===== config.mk =====
export PLATFORM = sky130hd
export DESIGN_NAME = ski_cell
export DESIGN_NICKNAME = d
export VERILOG_FILES = /design/src/rtl/ski_pkg.sv /design/src/rtl/ski_cell.sv
export SDC_FILE = /design/constraint.sdc
export NUM_CORES = 1
export LEC_CHECK = 0
export BUFFER_PORTS_ARGS = -buffer_cell sky130_fd_sc_hd__buf_2
export CELL_PAD_IN_SITES_DETAIL_PLACEMENT = 0
export CELL_PAD_IN_SITES_GLOBAL_PLACEMENT = 1
export CORE_AREA = 2 2 524 526
export DETAILED_ROUTE_END_ITERATION = 10
export DIE_AREA = 0 0 526 528
export PLACE_DENSITY_LB_ADDON = 0.1
export SYNTH_ARGS = -nofsm -noshare
export SYNTH_HDL_FRONTEND = slang
export SYNTH_SLANG_ARGS = --single-unit

===== constraint.sdc =====
create_clock -name i_clk -period 22 [get_ports i_clk]
set_input_delay 3.3 -clock i_clk [delete_from_list [all_inputs] [get_ports i_clk]]
set_output_delay 3.3 -clock i_clk [all_outputs]
set_load 0.1 [all_outputs]

===== src/rtl/ski_pkg.sv =====
// ski_pkg: shared types, codes and helpers for the sorted key index.
// Used by ski_cell, ski_tree and sorted_key_index; depends on nothing.

package ski_pkg;

    localparam int KEY_WORDS = 8;
    localparam int WORD_W    = 32;
    localparam int KEY_W     = KEY_WORDS * WORD_W;
    localparam int ENTRY_W   = 8;
    localparam int OP_W      = 2;
    localparam int STATUS_W  = 2;
    localparam int KCOUNT_W  = 9;
    localparam int FAN_IN    = 8;
    localparam int FAN_BITS  = 3;

    // request codes; the unused code behaves as a find
    localparam logic [OP_W-1:0] OP_FIND   = 2'd0;
    localparam logic [OP_W-1:0] OP_INSERT = 2'd1;
    localparam logic [OP_W-1:0] OP_REMOVE = 2'd2;

    localparam logic [STATUS_W-1:0] ST_OK        = 2'd0;
    localparam logic [STATUS_W-1:0] ST_NOT_FOUND = 2'd1;
    localparam logic [STATUS_W-1:0] ST_DUPLICATE = 2'd2;
    localparam logic [STATUS_W-1:0] ST_FULL      = 2'd3;

    // key word 0 sits in the top bits, so a plain unsigned compare orders keys
    typedef logic [KEY_W-1:0]   t_key;
    typedef logic [ENTRY_W-1:0] t_entry;

    typedef struct packed {
        t_key   key;
        t_entry entry;
    } t_slot;

    // match flag plus the matching entry (zero when no match)
    typedef struct packed {
        logic   found;
        t_entry entry;
    } t_hit;

    // per-cycle shift command broadcast to the cell row
    typedef struct packed {
        logic ins;
        logic rem;
    } t_cmd;

    // registered levels of the radix-8 match tree
    function automatic int tree_levels(input int n);
        int lv;
        lv = ($clog2(n) + FAN_BITS - 1) / FAN_BITS;
        return (lv < 1) ? 1 : lv;
    endfunction

endpackage


===== src/rtl/ski_cell.sv =====
// ski_cell: one slot of the sorted key row, with its compare flags.
// Shifts toward either neighbor on insert or remove. Uses ski_pkg.

module ski_cell #(
    parameter int IDX = 0,
    parameter int CW  = 9
) (
    input  logic              i_clk,
    input  logic              i_cmp_en,
    input  ski_pkg::t_key     i_probe,
    input  ski_pkg::t_key     i_store_key,
    input  ski_pkg::t_entry   i_store_entry,
    input  logic [CW-1:0]     i_count,
    input  ski_pkg::t_cmd     i_cmd,
    input  ski_pkg::t_slot    i_left,
    input  logic              i_left_lt,
    input  ski_pkg::t_slot    i_right,
    output ski_pkg::t_slot    o_slot,
    output logic              o_lt,
    output ski_pkg::t_hit     o_hit
);

    ski_pkg::t_slot r_slot, n_slot;
    logic           r_lt, n_lt;
    logic           r_eq, n_eq;
    logic           w_occupied;

    // slots below the count hold keys
    assign w_occupied = (i_count > CW'(IDX));

    always_comb begin
        n_lt = w_occupied && (r_slot.key < i_probe);
        n_eq = w_occupied && (r_slot.key == i_probe);
    end

    always_comb begin
        n_slot = r_slot;
        if (i_cmd.ins && !r_lt) begin
            // first slot not below the new key takes it, the rest move up
            if (i_left_lt) begin
                n_slot.key   = i_store_key;
                n_slot.entry = i_store_entry;
            end else begin
                n_slot = i_left;
            end
        end else if (i_cmd.rem && !r_lt) begin
            n_slot = i_right;
        end
    end

    always_ff @(posedge i_clk) begin
        r_slot <= n_slot;
        if (i_cmp_en) begin
            r_lt <= n_lt;
            r_eq <= n_eq;
        end
    end

    assign o_slot      = r_slot;
    assign o_lt        = r_lt;
    assign o_hit.found = r_eq;
    assign o_hit.entry = r_eq ? r_slot.entry : '0;

endmodule


Word level (Yosys, flattened, before mapping)
Index checks and enable logic that the tools add are counted.

Register bits after elaboration: 266. Latch bits: 0. Bits in writable memories: 0. ROM bits: 0. Bits of input ports: 1062. Logic and storage cells: 17. Memories: 0.

Add/subtract/negate cells: 0. $mul: 0. Divide/modulo/power cells: 0. $lt $le $gt $ge: 2. Eq/ne operators: 1. Shift operators: 0. Multiplexer cells: 4. Bitwise gates (word level): 0. Reduce and logical (&&, ||, !) cells: 6.

Operator list (number): $mux W264 (3); $eq A256 B256 Y1 (1); $lt A256 B256 Y1 (1); $gt A9 B1 Y1 const B (1); $mux W8 (1); $logic_and A1 B1 Y1 (4); $reduce_bool A2 Y1 (1); $logic_not A1 Y1 (1).

Longest topological paths before layout
Word-level depth: 4. Gate-level depth with buffers: 10. Mapped depth without buffers: 10.

Worst setup path after synthesis
Ideal clock, no wire load.

Path kind: in2reg. Start point: in i_cmd[1] (netlist bit). End point: reg r_slot, in the netlist o_slot[0] (enable). Setup time: 0.903 ns. Data arrival time: 14.412 ns. Required time: 21.097 ns. Slack: 6.685 ns. Stages: 2. Path buffers: 0. Cell sequence: nor2_1 nor2_1.

Word-level cells in the longest chain between the ends: 2.

Ends and longest elaborated chain: start, declared (RTL line ski_cell.sv:14) `input ski_pkg::t_cmd i_cmd,`; $logic_and A1 B1 Y1 (RTL line ski_cell.sv:38) `if (i_cmd.ins && !r_lt) begin`; $reduce_bool A2 Y1 (no source line); end signal, assigned (RTL line ski_cell.sv:52) `r_slot <= n_slot;`; end, declared (RTL line ski_cell.sv:23) `ski_pkg::t_slot r_slot, n_slot;`.

Every way passes these cells. A chain may end at the register's enable or synchronous reset.

==> results by group <==
Yosys
  • Dominant cell by count in the synthesized netlist: nand2_1
  • Netlist Area Pre-Place: 19800 µm²
  • Yosys reg bits: 266
  • Cells after synthesis: approximately 2100
  • Number of flops mapped to enable cells by yosys: 266
  • Mapped Nets: 3408
  • Predominant post-synthesis flop cell: edfxtp_1
  • Syn_area_per_cell: 9.476 µm²
  • Netlist cell types: between 40 and 50
  • Area leader, netlist: edfxtp_1
  • Top post-synthesis cells by count: nand2_1 (330), o21ai_0 (299), edfxtp_1 (266), mux2i_1 (264), inv_1 (261)
  • Synth top area share: 0.4033
  • Synth async-reset ratio: 0
  • Sequential area share after synthesis: 0.4033
  • Area contributors post-synth: edfxtp_1 (40%), ha_1 (16%), mux2i_1 (13%), o21ai_0 (7.6%), nand2_1 (6.3%)
  • Warnings, synthesis: 0

Drt
  • Vias: 20780
  • Wire per inst: about 24 µm
  • Routed WL: 170600 µm
  • Post-DRT Antenna Nets: 0
  • First drt pass iteration count: 5
  • Number of DRC markers in iteration 0: 711
  • Drt via density: between 2 and 3
  • DRC errors left: 0

CTS
  • CTS Sinks: 266
  • Cts repair resizes: 0
  • CTS tree: yes
  • H-tree depth: 2
  • Longest Clk Path Bufs: 3
  • Worst-Skew Late Latency: approximately 0.65 ns
  • CTS clk-pin slew, worst paths: roughly 0.06 ns
  • # hold bufs at CTS: 0
  • Clk root buf: clkbuf_16
  • Setup Buffers After CTS: 0
  • Total CTS buffers: 48

Setup path
  • R2R cell count: 6
  • Worst Path Class, Setup: input port to flip-flop
  • WP data required: around 22 ns
  • Flop-to-flop setup slack: 17.92 ns
  • Reg2Reg Capture Point: o_slot[179]$_DFFE_PP_
  • CP arrival: 6.42 ns
  • FF-to-FF Start: o_lt$_DFFE_PP_
  • Crit-path max FO: 91
  • Crit path launch type: input port
  • Critical Path End Type: flip-flop

Place
  • PortBufs: 1335
  • GP Congestion: 0.8057
  • Hpwl dp: 151100 µm
  • Place WS: between 15 and 20 ns

STA
  • Pins over their slew limit: 0
  • Slew @ Worst Pin: 1.273 ns
  • TNS Setup: 0 ns
  • RSZ-0062 raised after global routing: false
  • Tcrit/Tclk final: 0.2760
  • Slew margin rel.: 0.1514
  • Min cycle time layout: 6.072 ns
  • Final setup violation count: 0
  • Hold WS: 1.017 ns
  • Final worst slack: 15.93 ns
  • Fmax: between 0.15 and 0.2 GHz
  • Endpoints failing hold: 0
  • Final setup skew: 0.02137 ns

Die
  • Height of the die: between 500 and 600 µm
  • DIE WIDTH: 526 µm
  • Starting Density: 0.07270
  • # IOs: 1336
  • Core Area: between 200000 and 300000 µm²
  • Standard-cell rows: 192
  • Area of the die: between 200000 and 300000 µm²

Worst hold path
  • Hold Path Sink: r_eq$_DFFE_PP_
  • Hold Crit Class: flip-flop to flip-flop
  • Hold Path Stages: 5
  • Hold Path Origin: o_slot[25]$_DFFE_PP_

GRT
  • First-pass GRT wire length: 217400 µm
  • Grt peak-use layer: met2
  • Grt met2 use: 0.2163
  • Largest net degree at the start of global routing: 92
  • Global Route Usage Sum: 0.1178
  • Met1 usage: 0.1238
  • Antenna violations before repair: 140
  • Grt met3 use: 0.05434
  • GR Overflow Total: 0
  • Vias in the first global route: 22370

Flow run
  • Maxcap violations: 0

Final layout
  • Share of cells above drive strength 1: 0.4157
  • Area growth, synth to finish: 63.48%
  • Final #Nets: 4728
  • Fillers: 31810

Power
  • Power per cell area: 69.25 nW/µm²
  • Total Power: 2.242 mW
  • Leak: 15.53 nW
  • Worst VDD drop: about 0.053 mV

Outcome
  • Status: finished, final reports clean
==> flip-flops by register name, summed over array words and instances, names as in the netlist <==
| register | count |
|---|---|
| o_slot | 264 |
| o_lt | 1 |
| r_eq | 1 |
==> per-layer routing <==
| metal | vias to the layer above | share of wire |
|---|---|---|
| li1 | 10180 | - |
| met1 | 9218 | 0.37 |
| met2 | 995 | 0.51 |
| met3 | 284 | 0.10 |
| met4 | 102 | 0.017 |
| met5 | - | 0.0037 |
==> power by group <==
part | total [mW] | switching, mW | internal, mW
logic | 0.829 | 0.629 | 0.199
clock network | 0.739 | 0.321 | 0.417
registers | 0.674 | 0.0476 | 0.627
==> placed cells by master (no fill, tap or decap), types with 23 or more instances in the layout <==
| cell type | Yosys | final |
|---|---|---|
| diode_2 | 0 | 29 |
| nor2_1 | 26 | 25 |
| nand4_1 | 45 | 45 |
| mux2i_1 | 264 | 264 |
| buf_2 | 0 | 1334 |
| inv_1 | 261 | 261 |
| nand3_1 | 29 | 29 |
| ha_1 | 256 | 256 |
| buf_4 | 1 | 23 |
| nand2_1 | 330 | 330 |
| o21ai_0 | 299 | 299 |
| edfxtp_1 | 266 | 266 |
| clkbuf_16 | 0 | 49 |
| a21oi_1 | 110 | 110 |
==> through the flow <==
stage          area (µm²)  utilization  std cells
5_1_grt             32320       0.1186       7042
3_3_place_gp        30880       0.1133       6949
3_5_place_dp        30880       0.1134       6949
2_1_floorplan       19800            -       2090
4_1_cts             32300       0.1186       7036
6_report            32370       0.1188       7065
==> area by class of cell <==
class / instances / area [µm²] / share of cell area
clock inverter: 21 / 128.9 / 0.003981
clock buffer: 66 / 1290 / 0.03985
tap: 3589 / 4491 / 0.1387
inverter: 261 / 979.7 / 0.03026
sequential: 266 / 7988 / 0.2467
antenna: 29 / 72.57 / 0.002242
timing repair buffer: 1360 / 6904 / 0.2133
multi-input combinational: 1473 / 10520 / 0.3250
==> worst max-delay path, stage by stage <==
cell	delay [ns]
buf_2	0.12
nand2b_4	0.41
buf_4	0.55
buf_12	0.36
buf_4	0.47
buf_4	0.68
o21ai_0	0.24
==> cells by family (layout without fill, tap and decap cells) <==
kind of cell,count (synthesis),count (layout),synth area share
buffers and inverters,351,1708,0.06672
other,0,29,0
and+or+nand+nor,485,485,0.1080
AOI/OAI and AO/OA,468,468,0.1268
adders and majority gates,256,256,0.1617
DFF,266,266,0.4033
muxes,264,264,0.1334
==> worst max path at each step <==
stage	slack, ns	endpoint	from	depth (start not counted)
global placement	15.16	o_lt$_DFFE_PP_	i_probe[37]	10
floorplan	6.69	o_slot[0]$_DFFE_PP_	i_cmd[1]	2
finish	15.93	o_slot[179]$_DFFE_PP_	i_cmd[1]	7
CTS	15.92	o_slot[174]$_DFFE_PP_	i_cmd[1]	7
detailed placement	15.14	o_slot[174]$_DFFE_PP_	i_cmd[1]	7
global route	15.60	o_slot[192]$_DFFE_PP_	i_cmd[1]	7
Note: power is estimated with default switching activity, not from simulation.
